$ cat src/rtl/core/cai_pkg.sv
// Package for the Clifford attractor iterator: types, fixed-point constants,
// register and request codes, and the arctangent table of the CORDIC unit.
// No dependencies.
package cai_pkg;

  localparam int CaiMaxBurstDefault = 64;

  // Angle reduction constants, Q8.24.
  localparam logic signed [31:0] TWO_PI_Q24  = 32'sd105414357;
  localparam logic signed [31:0] PI_Q24      = 32'sd52707179;
  localparam logic signed [31:0] HALF_PI_Q24 = 32'sd26353589;
  localparam logic signed [19:0] CORDIC_GAIN_Q16 = 20'sd39797;

  // Register indexes on the configuration port.
  localparam logic [2:0] REG_COEF_A = 3'd0;
  localparam logic [2:0] REG_COEF_B = 3'd1;
  localparam logic [2:0] REG_COEF_C = 3'd2;
  localparam logic [2:0] REG_COEF_D = 3'd3;
  localparam logic [2:0] REG_SEED_X = 3'd4;
  localparam logic [2:0] REG_SEED_Y = 3'd5;

  // Request codes.
  localparam logic REQ_STEP    = 1'b0;
  localparam logic REQ_RESTART = 1'b1;

  typedef enum logic [3:0] {
    S_IDLE, S_ANGLE, S_LAUNCH, S_WAIT, S_MULX, S_FINX, S_MULY, S_FINY, S_OUT
  } seq_state_t;

  typedef enum logic [1:0] {C_IDLE, C_REDUCE, C_FOLD, C_ROTATE} cordic_state_t;

  // atan(2^-i) in Q.16.
  function automatic logic [16:0] atan_q16(input logic [3:0] i);
    logic [16:0] v;
    case (i)
      4'd0:    v = 17'd51472;
      4'd1:    v = 17'd30386;
      4'd2:    v = 17'd16055;
      4'd3:    v = 17'd8150;
      4'd4:    v = 17'd4091;
      4'd5:    v = 17'd2047;
      4'd6:    v = 17'd1024;
      4'd7:    v = 17'd512;
      4'd8:    v = 17'd256;
      4'd9:    v = 17'd128;
      4'd10:   v = 17'd64;
      4'd11:   v = 17'd32;
      4'd12:   v = 17'd16;
      4'd13:   v = 17'd8;
      4'd14:   v = 17'd4;
      default: v = 17'd2;
    endcase
    return v;
  endfunction

endpackage

$ cat src/rtl/core/cai_if.sv
// Channel interfaces of the Clifford attractor iterator: request and result.
// Depends on nothing.
interface cai_req_if;
  logic       valid;
  logic       ready;
  logic       req_type;
  logic [6:0] burst_count;
  modport source (output valid, req_type, burst_count, input ready);
  modport sink (input valid, req_type, burst_count, output ready);
endinterface

interface cai_res_if;
  logic        valid;
  logic        ready;
  logic [15:0] x_out;
  logic [15:0] y_out;
  logic [5:0]  burst_index;
  logic [31:0] iteration_count;
  logic        last;
  modport source (output valid, x_out, y_out, burst_index, iteration_count, last,
                  input ready);
  modport sink (input valid, x_out, y_out, burst_index, iteration_count, last,
                output ready);
endinterface

$ cat src/rtl/core/cai_cordic.sv
// Iterative sine/cosine unit: reduces a Q8.24 angle modulo 2*pi one
// conditional subtract a cycle, folds it to +-pi/2, then runs 16 CORDIC steps.
// Depends on cai_pkg.
module cai_cordic import cai_pkg::*; (
  input  logic               clk,
  input  logic               rst,
  input  logic               start,
  input  logic signed [31:0] angle,
  output logic               done,
  output logic signed [19:0] sin_q16,
  output logic signed [19:0] cos_q16
);

  cordic_state_t state, state_next;
  logic signed [31:0] r;
  logic [2:0]  k;
  logic [3:0]  i;
  logic signed [19:0] cx, cy, z;
  logic flip;

  logic signed [31:0] red_const, r_wrap, r_fold;
  logic flip_next;
  logic signed [19:0] sx, sy, at, cx_n, cy_n, z_n;

  always_comb begin
    state_next = state;
    case (state)
      C_IDLE:   if (start) state_next = C_REDUCE;
      C_REDUCE: if (k == 3'd0) state_next = C_FOLD;
      C_FOLD:   state_next = C_ROTATE;
      C_ROTATE: if (i == 4'd15) state_next = C_IDLE;
      default:  state_next = C_IDLE;
    endcase
  end

  always_comb begin
    red_const = TWO_PI_Q24 <<< k;
    r_wrap = (r > PI_Q24) ? r - TWO_PI_Q24 : r;
    flip_next = 1'b0;
    r_fold = r_wrap;
    if (r_wrap > HALF_PI_Q24) begin
      r_fold = r_wrap - PI_Q24;
      flip_next = 1'b1;
    end else if (r_wrap < -HALF_PI_Q24) begin
      r_fold = r_wrap + PI_Q24;
      flip_next = 1'b1;
    end
    sx = cx >>> i;
    sy = cy >>> i;
    at = signed'({3'b000, atan_q16(i)});
    if (!z[19]) begin
      cx_n = cx - sy;
      cy_n = cy + sx;
      z_n = z - at;
    end else begin
      cx_n = cx + sy;
      cy_n = cy - sx;
      z_n = z + at;
    end
  end

  always_ff @(posedge clk) begin
    if (rst) begin
      state <= C_IDLE;
      done  <= 1'b0;
    end else begin
      state <= state_next;
      done  <= (state == C_ROTATE) && (i == 4'd15);
    end
  end

  always_ff @(posedge clk) begin
    case (state)
      C_IDLE: begin
        // Lift negative products into range; 16 periods cover the full span.
        r <= angle[31] ? angle + (TWO_PI_Q24 <<< 4) : angle;
        k <= 3'd4;
      end
      C_REDUCE: begin
        if (r >= red_const) r <= r - red_const;
        k <= k - 3'd1;
      end
      C_FOLD: begin
        z    <= 20'(r_fold >>> 8);
        flip <= flip_next;
        cx   <= CORDIC_GAIN_Q16;
        cy   <= '0;
        i    <= '0;
      end
      C_ROTATE: begin
        cx <= cx_n;
        cy <= cy_n;
        z  <= z_n;
        i  <= i + 4'd1;
        if (i == 4'd15) begin
          sin_q16 <= flip ? -cy_n : cy_n;
          cos_q16 <= flip ? -cx_n : cx_n;
        end
      end
      default: ;
    endcase
  end

endmodule

$ cat src/rtl/core/clifford_attractor_iterator_unit.sv
// Top level of the Clifford attractor iterator: configuration registers,
// iteration sequencer and shared multiplier. Depends on cai_pkg, cai_if, cai_cordic.
//
//   channel  | direction | handshake          | payload
//   req      | in        | valid/ready        | req_type, burst_count
//   res      | out       | valid/ready        | x_out, y_out, burst_index,
//            |           |                    | iteration_count, last
//   config   | in        | APB write/read     | coef_a..seed_y at 4*i
//
// Each iteration runs four sine or cosine evaluations (one angle product, one
// launch and a wait on the shared CORDIC unit each), then two coefficient
// products and two rounding steps, then shows the result, holding it while the
// sink holds ready low. A restart transaction is taken in the idle state and
// leaves the sequencer there.
// Reset is synchronous and restores the registers and the point to defaults.
// The request side is ready only while no burst is running.
module clifford_attractor_iterator_unit import cai_pkg::*; #(
  parameter int MAX_BURST = CaiMaxBurstDefault
) (
  input  logic        clk,
  input  logic        rst,
  cai_req_if.sink     req,
  cai_res_if.source   res,
  input  logic        psel,
  input  logic        penable,
  input  logic        pwrite,
  input  logic [4:0]  paddr,
  input  logic [31:0] pwdata,
  output logic [31:0] prdata,
  output logic        pready
);

  localparam logic [6:0] BurstCap = 7'(MAX_BURST);

  // Configuration registers.
  logic signed [15:0] coef_a, coef_b, coef_c, coef_d, seed_x, seed_y;
  logic [2:0] reg_index;
  logic       cfg_write;

  // Iteration state.
  logic signed [15:0] x_coord, y_coord, x_new;
  logic [31:0] total_count;
  logic [6:0]  n_burst, n_cap;
  logic [5:0]  idx;
  logic [1:0]  eval;

  seq_state_t state, state_next;

  // Shared multiplier and its operands.
  logic signed [15:0] mul_a;
  logic signed [19:0] mul_b;
  logic signed [35:0] prod;
  logic signed [19:0] s_x, c_x, s_y, c_y, s_sel;

  // CORDIC unit hookup.
  logic cordic_start, cordic_done;
  logic signed [19:0] cordic_sin, cordic_cos;

  // Rounding and saturation of sin + coef*cos.
  logic signed [25:0] v_sum;
  logic signed [21:0] q_round;
  logic signed [15:0] q_sat;

  assign pready    = 1'b1;
  assign reg_index = paddr[4:2];
  assign cfg_write = psel && penable && pwrite;

  always_comb begin
    case (reg_index)
      REG_COEF_A: prdata = 32'(coef_a);
      REG_COEF_B: prdata = 32'(coef_b);
      REG_COEF_C: prdata = 32'(coef_c);
      REG_COEF_D: prdata = 32'(coef_d);
      REG_SEED_X: prdata = 32'(seed_x);
      REG_SEED_Y: prdata = 32'(seed_y);
      default:    prdata = '0;
    endcase
  end

  always_ff @(posedge clk) begin
    if (rst) begin
      coef_a <= -16'sd5734;
      coef_b <= 16'sd6554;
      coef_c <= 16'sd4096;
      coef_d <= 16'sd2867;
      seed_x <= 16'sd410;
      seed_y <= 16'sd0;
    end else if (cfg_write) begin
      case (reg_index)
        REG_COEF_A: coef_a <= pwdata[15:0];
        REG_COEF_B: coef_b <= pwdata[15:0];
        REG_COEF_C: coef_c <= pwdata[15:0];
        REG_COEF_D: coef_d <= pwdata[15:0];
        REG_SEED_X: seed_x <= pwdata[15:0];
        REG_SEED_Y: seed_y <= pwdata[15:0];
        default: ;
      endcase
    end
  end

  // Bursts longer than the parameter are cut to it.
  assign n_cap = (req.burst_count > BurstCap) ? BurstCap : req.burst_count;

  // Next-state logic of the sequencer.
  always_comb begin
    state_next = state;
    case (state)
      S_IDLE:
        if (req.valid && req.req_type == REQ_STEP && n_cap != 7'd0) state_next = S_ANGLE;
      S_ANGLE:  state_next = S_LAUNCH;
      S_LAUNCH: state_next = S_WAIT;
      S_WAIT:
        if (cordic_done) state_next = (eval == 2'd3) ? S_MULX : S_ANGLE;
      S_MULX: state_next = S_FINX;
      S_FINX: state_next = S_MULY;
      S_MULY: state_next = S_FINY;
      S_FINY: state_next = S_OUT;
      S_OUT:
        if (res.ready) state_next = res.last ? S_IDLE : S_ANGLE;
      default: state_next = S_IDLE;
    endcase
  end

  // Control outputs and multiplier operand selection.
  always_comb begin
    req.ready    = (state == S_IDLE);
    res.valid    = (state == S_OUT);
    cordic_start = (state == S_LAUNCH);
    mul_a = coef_a;
    mul_b = 20'(y_coord);
    s_sel = s_x;
    case (state)
      S_ANGLE: begin
        case (eval)
          2'd0:    begin mul_a = coef_a; mul_b = 20'(y_coord); end
          2'd1:    begin mul_a = coef_a; mul_b = 20'(x_coord); end
          2'd2:    begin mul_a = coef_b; mul_b = 20'(x_coord); end
          default: begin mul_a = coef_b; mul_b = 20'(y_coord); end
        endcase
      end
      S_MULX: begin mul_a = coef_c; mul_b = c_x; end
      S_MULY: begin mul_a = coef_d; mul_b = c_y; end
      S_FINY: s_sel = s_y;
      default: ;
    endcase
  end

  always_comb begin
    v_sum   = 26'(s_sel) + 26'(prod >>> 12);
    q_round = 22'((v_sum + 26'sd8) >>> 4);
    if (q_round > 22'sd32767)       q_sat = 16'sd32767;
    else if (q_round < -22'sd32768) q_sat = -16'sd32768;
    else                            q_sat = q_round[15:0];
  end

  always_ff @(posedge clk) begin
    if (rst) state <= S_IDLE;
    else     state <= state_next;
  end

  always_ff @(posedge clk) begin
    if (rst) begin
      x_coord     <= 16'sd410;
      y_coord     <= 16'sd0;
      total_count <= '0;
      eval        <= '0;
      idx         <= '0;
    end else begin
      case (state)
        S_IDLE: begin
          if (req.valid && req.req_type == REQ_RESTART) begin
            x_coord     <= seed_x;
            y_coord     <= seed_y;
            total_count <= '0;
          end
          n_burst <= n_cap;
          idx     <= '0;
          eval    <= '0;
        end
        S_WAIT: begin
          if (cordic_done) begin
            case (eval)
              2'd0:    s_x <= cordic_sin;
              2'd1:    c_x <= cordic_cos;
              2'd2:    s_y <= cordic_sin;
              default: c_y <= cordic_cos;
            endcase
            eval <= eval + 2'd1;
          end
        end
        S_FINX: x_new <= q_sat;
        S_FINY: begin
          // Both coordinates change together so y uses the old x above.
          x_coord             <= x_new;
          y_coord             <= q_sat;
          total_count         <= total_count + 32'd1;
          res.x_out           <= x_new;
          res.y_out           <= q_sat;
          res.iteration_count <= total_count + 32'd1;
          res.burst_index     <= idx;
          res.last            <= ({1'b0, idx} + 7'd1) == n_burst;
        end
        S_OUT: if (res.ready) idx <= idx + 6'd1;
        default: ;
      endcase
    end
  end

  always_ff @(posedge clk) begin
    if (state == S_ANGLE || state == S_MULX || state == S_MULY) prod <= mul_a * mul_b;
  end

  cai_cordic u_cordic (
    .clk     (clk),
    .rst     (rst),
    .start   (cordic_start),
    .angle   (prod[31:0]),
    .done    (cordic_done),
    .sin_q16 (cordic_sin),
    .cos_q16 (cordic_cos)
  );

  a_restart_clears: assert property (@(posedge clk) disable iff (rst)
    req.valid && req.ready && req.req_type == REQ_RESTART |=> total_count == 32'd0)
    else $error("restart did not clear the iteration count");

  a_last_frees_req: assert property (@(posedge clk) disable iff (rst)
    res.valid && res.ready && res.last |=> req.ready)
    else $error("request side not ready after the final result");

  a_no_overlap: assert property (@(posedge clk) disable iff (rst)
    !(req.ready && res.valid))
    else $error("request accepted while a result is pending");

  a_count_steps: assert property (@(posedge clk) disable iff (rst)
    res.valid && res.ready |-> res.iteration_count == total_count)
    else $error("result count differs from the running count");

endmodule

$ cat src/flat_wrapper.sv
// flat-port wrapper written by rule: the top's interface ports become plain ports
module clifford_attractor_iterator_unit_flat import cai_pkg::*;
#(
  parameter int MAX_BURST = CaiMaxBurstDefault
)
  (clk, rst, psel, penable, pwrite, paddr, pwdata, prdata, pready, req_valid, req_req_type, req_burst_count, req_ready, res_valid, res_x_out, res_y_out, res_burst_index, res_iteration_count, res_last, res_ready);
  cai_req_if req_i ();
  cai_res_if res_i ();
  input  logic clk;
  input  logic rst;
  input  logic psel;
  input  logic penable;
  input  logic pwrite;
  input  logic [4:0] paddr;
  input  logic [31:0] pwdata;
  output logic [31:0] prdata;
  output logic pready;
  input wire logic [$bits(req_i.valid)-1:0] req_valid;
  input wire logic [$bits(req_i.req_type)-1:0] req_req_type;
  input wire logic [$bits(req_i.burst_count)-1:0] req_burst_count;
  output wire logic [$bits(req_i.ready)-1:0] req_ready;
  output wire logic [$bits(res_i.valid)-1:0] res_valid;
  output wire logic [$bits(res_i.x_out)-1:0] res_x_out;
  output wire logic [$bits(res_i.y_out)-1:0] res_y_out;
  output wire logic [$bits(res_i.burst_index)-1:0] res_burst_index;
  output wire logic [$bits(res_i.iteration_count)-1:0] res_iteration_count;
  output wire logic [$bits(res_i.last)-1:0] res_last;
  input wire logic [$bits(res_i.ready)-1:0] res_ready;
  assign req_i.valid = req_valid;
  assign req_i.req_type = req_req_type;
  assign req_i.burst_count = req_burst_count;
  assign req_ready = req_i.ready;
  assign res_valid = res_i.valid;
  assign res_x_out = res_i.x_out;
  assign res_y_out = res_i.y_out;
  assign res_burst_index = res_i.burst_index;
  assign res_iteration_count = res_i.iteration_count;
  assign res_last = res_i.last;
  assign res_i.ready = res_ready;
  clifford_attractor_iterator_unit #(.MAX_BURST(MAX_BURST)) u_core (.clk(clk), .rst(rst), .req(req_i), .res(res_i), .psel(psel), .penable(penable), .pwrite(pwrite), .paddr(paddr), .pwdata(pwdata), .prdata(prdata), .pready(pready));
endmodule
$ cat config.mk
export PLATFORM = sky130hd
export DESIGN_NAME = clifford_attractor_iterator_unit_flat
export DESIGN_NICKNAME = d
export VERILOG_FILES = /design/src/rtl/core/cai_pkg.sv /design/src/rtl/core/cai_if.sv /design/src/rtl/core/cai_cordic.sv /design/src/rtl/core/clifford_attractor_iterator_unit.sv /design/src/flat_wrapper.sv
export SDC_FILE = /design/constraint.sdc
export NUM_CORES = 2
export LEC_CHECK = 0
export BUFFER_PORTS_ARGS = -buffer_cell sky130_fd_sc_hd__buf_4
export CAP_MARGIN = 40
export CORE_MARGIN = 8
export CORE_UTILIZATION = 55
export CTS_CLUSTER_SIZE = 24
export DETAILED_ROUTE_END_ITERATION = 10
export PLACE_DENSITY = 0.72
export SLEW_MARGIN = 20
export SYNTH_ARGS = -nofsm -noshare
export SYNTH_HDL_FRONTEND = slang
export SYNTH_SLANG_ARGS = --single-unit
$ cat constraint.sdc
create_clock -name clk -period 11.4 [get_ports clk]
set_input_delay 1.71 -clock clk [delete_from_list [all_inputs] [get_ports clk]]
set_output_delay 1.71 -clock clk [all_outputs]
set_load 0.02 [all_outputs]
# Word-level counts from Yosys, hierarchy flattened
# Memories as Yosys holds them, arrays and structs flattened. A register that Yosys moved wholly into a read port is not among the register bits.
# Index checks and enable logic that the tools add are counted.
[op_classes] add_sub_neg=21 mul=1 n_lt_le_gt_ge=7 n_eq_ne=29 shift=3 n_mux=47 bitwise_logic=3 n_reduce_logical=42
[op_table] cell="32-bit case mux with 6 select lines" n=1
[op_table] cell="20-bit two-way mux" n=7
[op_table] cell="32-bit two-way mux" n=4
[op_table] cell="32-bit case mux with 2 select lines" n=2
[op_table] cell="20-bit case mux with 2 select lines" n=3
[op_table] cell="16-bit two-way mux" n=5
[op_table] cell="16-bit case mux with 2 select lines" n=2
[op_table] cell="20-bit case mux with 3 select lines" n=1
[op_table] cell="28-bit two-way mux" n=2
[op_table] cell="16-bit case mux with 3 select lines" n=1
[op_table] cell="20-bit adder" n=2
[op_table] cell="20-bit negation" n=2
[op_table] cell="20-bit by 4-bit >>> shifter with 20-bit output" n=2
[op_table] cell="20-bit subtractor" n=2
[op_table] cell="16-bit by 20-bit multiplier with 36-bit output" n=1
[op_table] cell="4-bit case mux with 9 select lines" n=1
[op_table] cell="32-bit by 1-bit adder with 32-bit output, second input constant" n=1
[op_table] cell="32-bit adder, second input constant" n=1
[op_table] cell="32-bit greater-or-equal comparator" n=1
[op_table] cell="32-bit by 26-bit > comparator with 1-bit output, second input constant" n=1
[op_table] cell="32-bit by 27-bit > comparator with 1-bit output, second input constant" n=1
[op_table] cell="32-bit by 26-bit < comparator with 1-bit output, second input constant" n=1
[op_table] cell="28-bit by 3-bit <<< shifter with 32-bit output, first input constant" n=1
[op_table] cell="32-bit by 28-bit subtractor with 32-bit output, second input constant" n=1
[op_table] cell="other kinds (51)" n=107
[word_totals] ff_bits=525 mem_bits_ro=256 inputBits=52 output_inout_bits=106 elab_cells=189 memories=1
[mem_list] memory="(name not given)" words=16 width=16 read_ports=1 rd_clocked_by_memory_dff=1 write_ports=0 line="cai_pkg.sv:35" text="case (i)"

# Logic depth before layout (Yosys ltp)
[logic_depth] word_depth=8 ltp_mapped=35 depth_no_buf=33

# Cells and area by module
# Synthesis repeated with hierarchy kept, for this count alone.
[unflattened] cells_unflattened=5159 hier_area_um2=46778.6
[by_module_without_submodules] mod="clifford_attractor_iterator_unit" n_inst=1 cells_each=3097 area_per_inst_um2=29176.7 seq_area_each_um2=9749.4
[by_module_without_submodules] mod="cai_cordic" n_inst=1 cells_each=2062 area_per_inst_um2=17601.9 seq_area_each_um2=4584.4

# Worst setup path before layout
# Ideal clock, no wire load.
[synth_timing] kind="register to register" startpoint="register u_core.state[0]" endpoint="register u_core.prod[33] (data pin)" setup_ps=265 arrival_time_ps=8197 t_required_ps=11135 setup_slack_ps=2938 path_stages_with_launch=30 n_path_buf=1 period_less_slack_ps=8462 path_cell_list="dfxtp_1 clkbuf_1 nor2_1 nand2_1 and2_1 inv_1 nor2_1 a31oi_1 nand2_1 inv_1 fa_1 inv_1 fa_1 fa_1 inv_1 fa_1 fa_1 inv_1 fa_1 inv_1 ha_1 and4_1 nand4_1 o32ai_1 or2_2 or4b_2 a31oi_1 a21oi_1 o21ai_0 xor2_1"
[synth_via] elab_chain_len=3 elab_cells_between_ends=6 classes_between="1 x mul; 3 x eq/ne; 2 x mux"
[synth_lines] element="from (decl)" line="clifford_attractor_iterator_unit.sv:47" text="seq_state_t state, state_next;"
[synth_lines] element="from (signal assigned)" line="clifford_attractor_iterator_unit.sv:158" text="else state <= state_next;"
[synth_lines] element="4-bit by 3-bit equality test with 1-bit output or 4-bit by 1-bit equality test with 1-bit output (tied branches)" line="clifford_attractor_iterator_unit.sv:132" text="case (state)"
[synth_lines] element="16-bit case mux with 3 select lines or 20-bit case mux with 3 select lines (tied branches)" line="clifford_attractor_iterator_unit.sv:132"
[synth_lines] element="16-bit by 20-bit multiplier with 36-bit output *" line="clifford_attractor_iterator_unit.sv:210" text="if (state == S_ANGLE || state == S_MULX || state == S_MULY) prod <= mul_a * mul_b;"
[synth_lines] element="to (signal assigned)" line="clifford_attractor_iterator_unit.sv:210"
[synth_lines] element="to (decl)" line="clifford_attractor_iterator_unit.sv:52" text="logic signed [35:0] prod;"
# Every way passes the cells marked *; elsewhere a longest branch is shown, timed or not.
# A chain may end at the register's enable or synchronous reset.

# Worst setup path after layout
[layout_timing] startpoint="register u_core.state[2]" endpoint="register u_core.prod[33] (data pin)"
# Same word-level chain as after synthesis.

==> metrics.yaml <==
drt-total-wl_mm: 130.3
p_leak_uw: 0.02063
async_flop_share_pct: 0
cts_tree: "built"
grt_busiest_layer: "met2"
skew_ps: 36.01
syn_nets: 5731
startpoint_type: "flop"
antenna_found_initial: 1
use_met2_pct: 44.17
grt_max_degree: 91
critPathMaxFanout: 31
vias_per_cell: 6.085
cp_top_family: "adder cells"
clk_pin_slew_ps: 60
drv_slew: 0
crit_buf_inv: 6
die_area_sq_um: 93560
met3_usage_pct: 4.466
grt-ovfl-total: 0
max_freq_mhz: 104.2
yosys_warnings: 0
hold_viol: 0
drc: 0
post_synth_num_cell_types: 106
synth_area_sq_um: 46220
worstSetupPathDepth: 29
rsz0062_at_grt: "false"
drive_above_1_share_pct: 8.523
die-height_um: 305.9
gp_congestion: 0.9571
initial_utilization_pct: 55.40
final_common_cell: "nand2_1"
reg2reg_depth: 29
place_area_sq_um: 48190
tritoncts_num_sinks: 541
critPathKind: "reg2reg"
clock_path_buffers: 3
slew_headroom_pct: 40.28
h-tree-depth: 2
power_density_nw_per_um2: 355.4
dpl.hpwl_mm: 98.95
grt_usage_pct: 27.29
cap_violations: 0
hold_buffers: 0
postSynthCellCount: 5122
portBuffers: 138
use_met1_pct: 37.25
drt_iter0_markers: 3863
nets: 5752
worstSetupStartpoint: "u_core.state[2]"
postRouteAntennaNets: 0
vias: 38137
critPathCaptureType: "flop"
min_period_over_period_pct: 84.15
vdd_drop_max_v: 0.0005630
whs_path_depth: 0
r2r_start: "u_core.state[2]"
die_w_um: 305.9
cts_buffers: 56
grt_pass1_vias: 36602
synth_ff_type: "edfxtp_1"
min_from: "u_core.u_cordic.sin_q16[7]"
worst_slew_pin_slew_ps: 895.8
seq_area_frac_synth_pct: 31.01
insertion_delay_ps: 660
setup_tns_ps: 0
utilization_pct: 60.17
syn_to_final_growth_pct: 8.609
rows: 106
avgSynthCellArea_sq_um: 9.023
core_sq_um: 83420
setup_viol: 0
hp-class: "reg2reg"
io_pins: 158
layout_common_cells: "nand2_1 (748), inv_1 (482), nor2_1 (445)"
status: "finished, final reports clean"
post_cts_buffers: 0
wl_per_cell_um: 20.79
final_area_sq_um: 50190
ys_ff_latch: 541
fin_crit_ps: 9593
cp.arrival_ps: 9960
first_pass_iters: 10
grt_pass1_wl_mm: 205.8
cts-root-buf: "clkbuf_16"
cp_data_required_time_ps: 11770
synth_edf_count: 350
slowest_delay_ps: 630
cts_resized: 0
path_common_cell: "fa_1"
n_fill_cell: 7047
cp_slowest_cell: "dfxtp_1"
## cells in the mapped netlist, types with 29 or more instances
| master | n | share of area [%] |
|---|---|---|
| a21o_1 | 59 | 0.96 |
| a21oi_1 | 275 | 3.0 |
| a22oi_1 | 97 | 1.6 |
| a31oi_1 | 43 | 0.58 |
| and2_1 | 63 | 0.85 |
| and3_1 | 44 | 0.60 |
| clkbuf_1 | 193 | 1.6 |
| dfxtp_1 | 191 | 8.3 |
| edfxtp_1 | 350 | 23 |
| fa_1 | 322 | 14 |
| ha_1 | 235 | 6.4 |
| inv_1 | 484 | 3.9 |
| mux2i_1 | 32 | 0.69 |
| mux4_2 | 37 | 1.8 |
| nand2_1 | 748 | 6.1 |
| nand2b_1 | 53 | 0.72 |
| nand3_1 | 109 | 1.2 |
| nand3b_1 | 40 | 0.65 |
| nand4_1 | 57 | 0.77 |
| nor2_1 | 448 | 3.6 |
| nor2b_1 | 50 | 0.68 |
| nor3_1 | 83 | 0.90 |
| nor4_1 | 34 | 0.46 |
| o211ai_1 | 42 | 0.68 |
| o21a_1 | 32 | 0.52 |
| o21ai_0 | 176 | 1.9 |
| or2_2 | 29 | 0.39 |
| or3_1 | 41 | 0.56 |
| xnor2_1 | 224 | 4.2 |
| xor2_1 | 116 | 2.2 |
## sequential cells by signal (all words and copies together) (netlist names), 20 cells and up
signal	flops
u_core.u_cordic.r	32
u_core.u_cordic.cy	20
u_core.c_x	20
u_core.c_y	20
u_core.s_y	20
u_core.total_count	32
u_core.u_cordic.z	20
u_core.s_x	20
u_core.u_cordic.cos_q16	20
u_core.res.iteration_count	32
u_core.u_cordic.cx	20
u_core.u_cordic.sin_q16	20
u_core.prod	36
## report_power, final
part           internal (uW)  total (uW)  leakage [uW]  switching (uW)
Sequential              2890        3310       0.00475             421
Combinational           5230       12600        0.0150            7380
Clock                   1080        1910      0.000894             828
Total                   9210       17800        0.0206            8630
## cells by family (layout without fill, tap and decap cells)
group                    count (synthesis)  after routing  share of synthesized area [%]
XOR/XNOR                               341            341                          6.479
buffers and inverters                  737            801                          6.292
flip-flops                             541            541                          31.01
other                                    1              2                       0.008114
AND/OR/NAND/NOR                       1895           1895                          19.28
adder cells (fa/ha/maj)                558            558                          20.33
multiplexers                            94             94                          3.113
AO/OA/AOI/OAI                          955            955                          13.48
## layer usage
metal / vias up / wire, um
met1: 18604 / 54220
met3: 268 / 10960
met2: 1589 / 60210
met4: 0 / 4919
li1: 17676 / -
met5: - / 0
## cell type report
type,count,area [sq um],area share (%)
Multi-Input combinational cell,3844,29030,57.83
Clock inverter,33,425.4,0.8475
Timing Repair Buffer,213,1758,3.502
Tap cell,1080,1351,2.692
Antenna cell,1,2.502,0.004985
Inverter,487,1829,3.644
Clock buffer,68,1466,2.921
Sequential cell,541,14330,28.56
## through the flow
stage	std cells	total power (uW)	hold slack (ps)	setup WS, ps
detailed placement	6157	15790	429.0	2011
floorplan	5122	12820	421.5	2938
global route	6266	19560	450.8	1348
global placement	6133	15610	425.1	2098
finish	6267	17840	445.3	1807
CTS	6258	17870	442.6	1981
## worst paths after layout
check / to / slack [ps]
max: u_core.prod[33] / 1810
min: u_core.s_y[7] / 450
max reg2reg: u_core.prod[33] / 1810
min reg2reg: u_core.s_y[7] / 450
No activity file was read; power rests on OpenSTA's default activity.
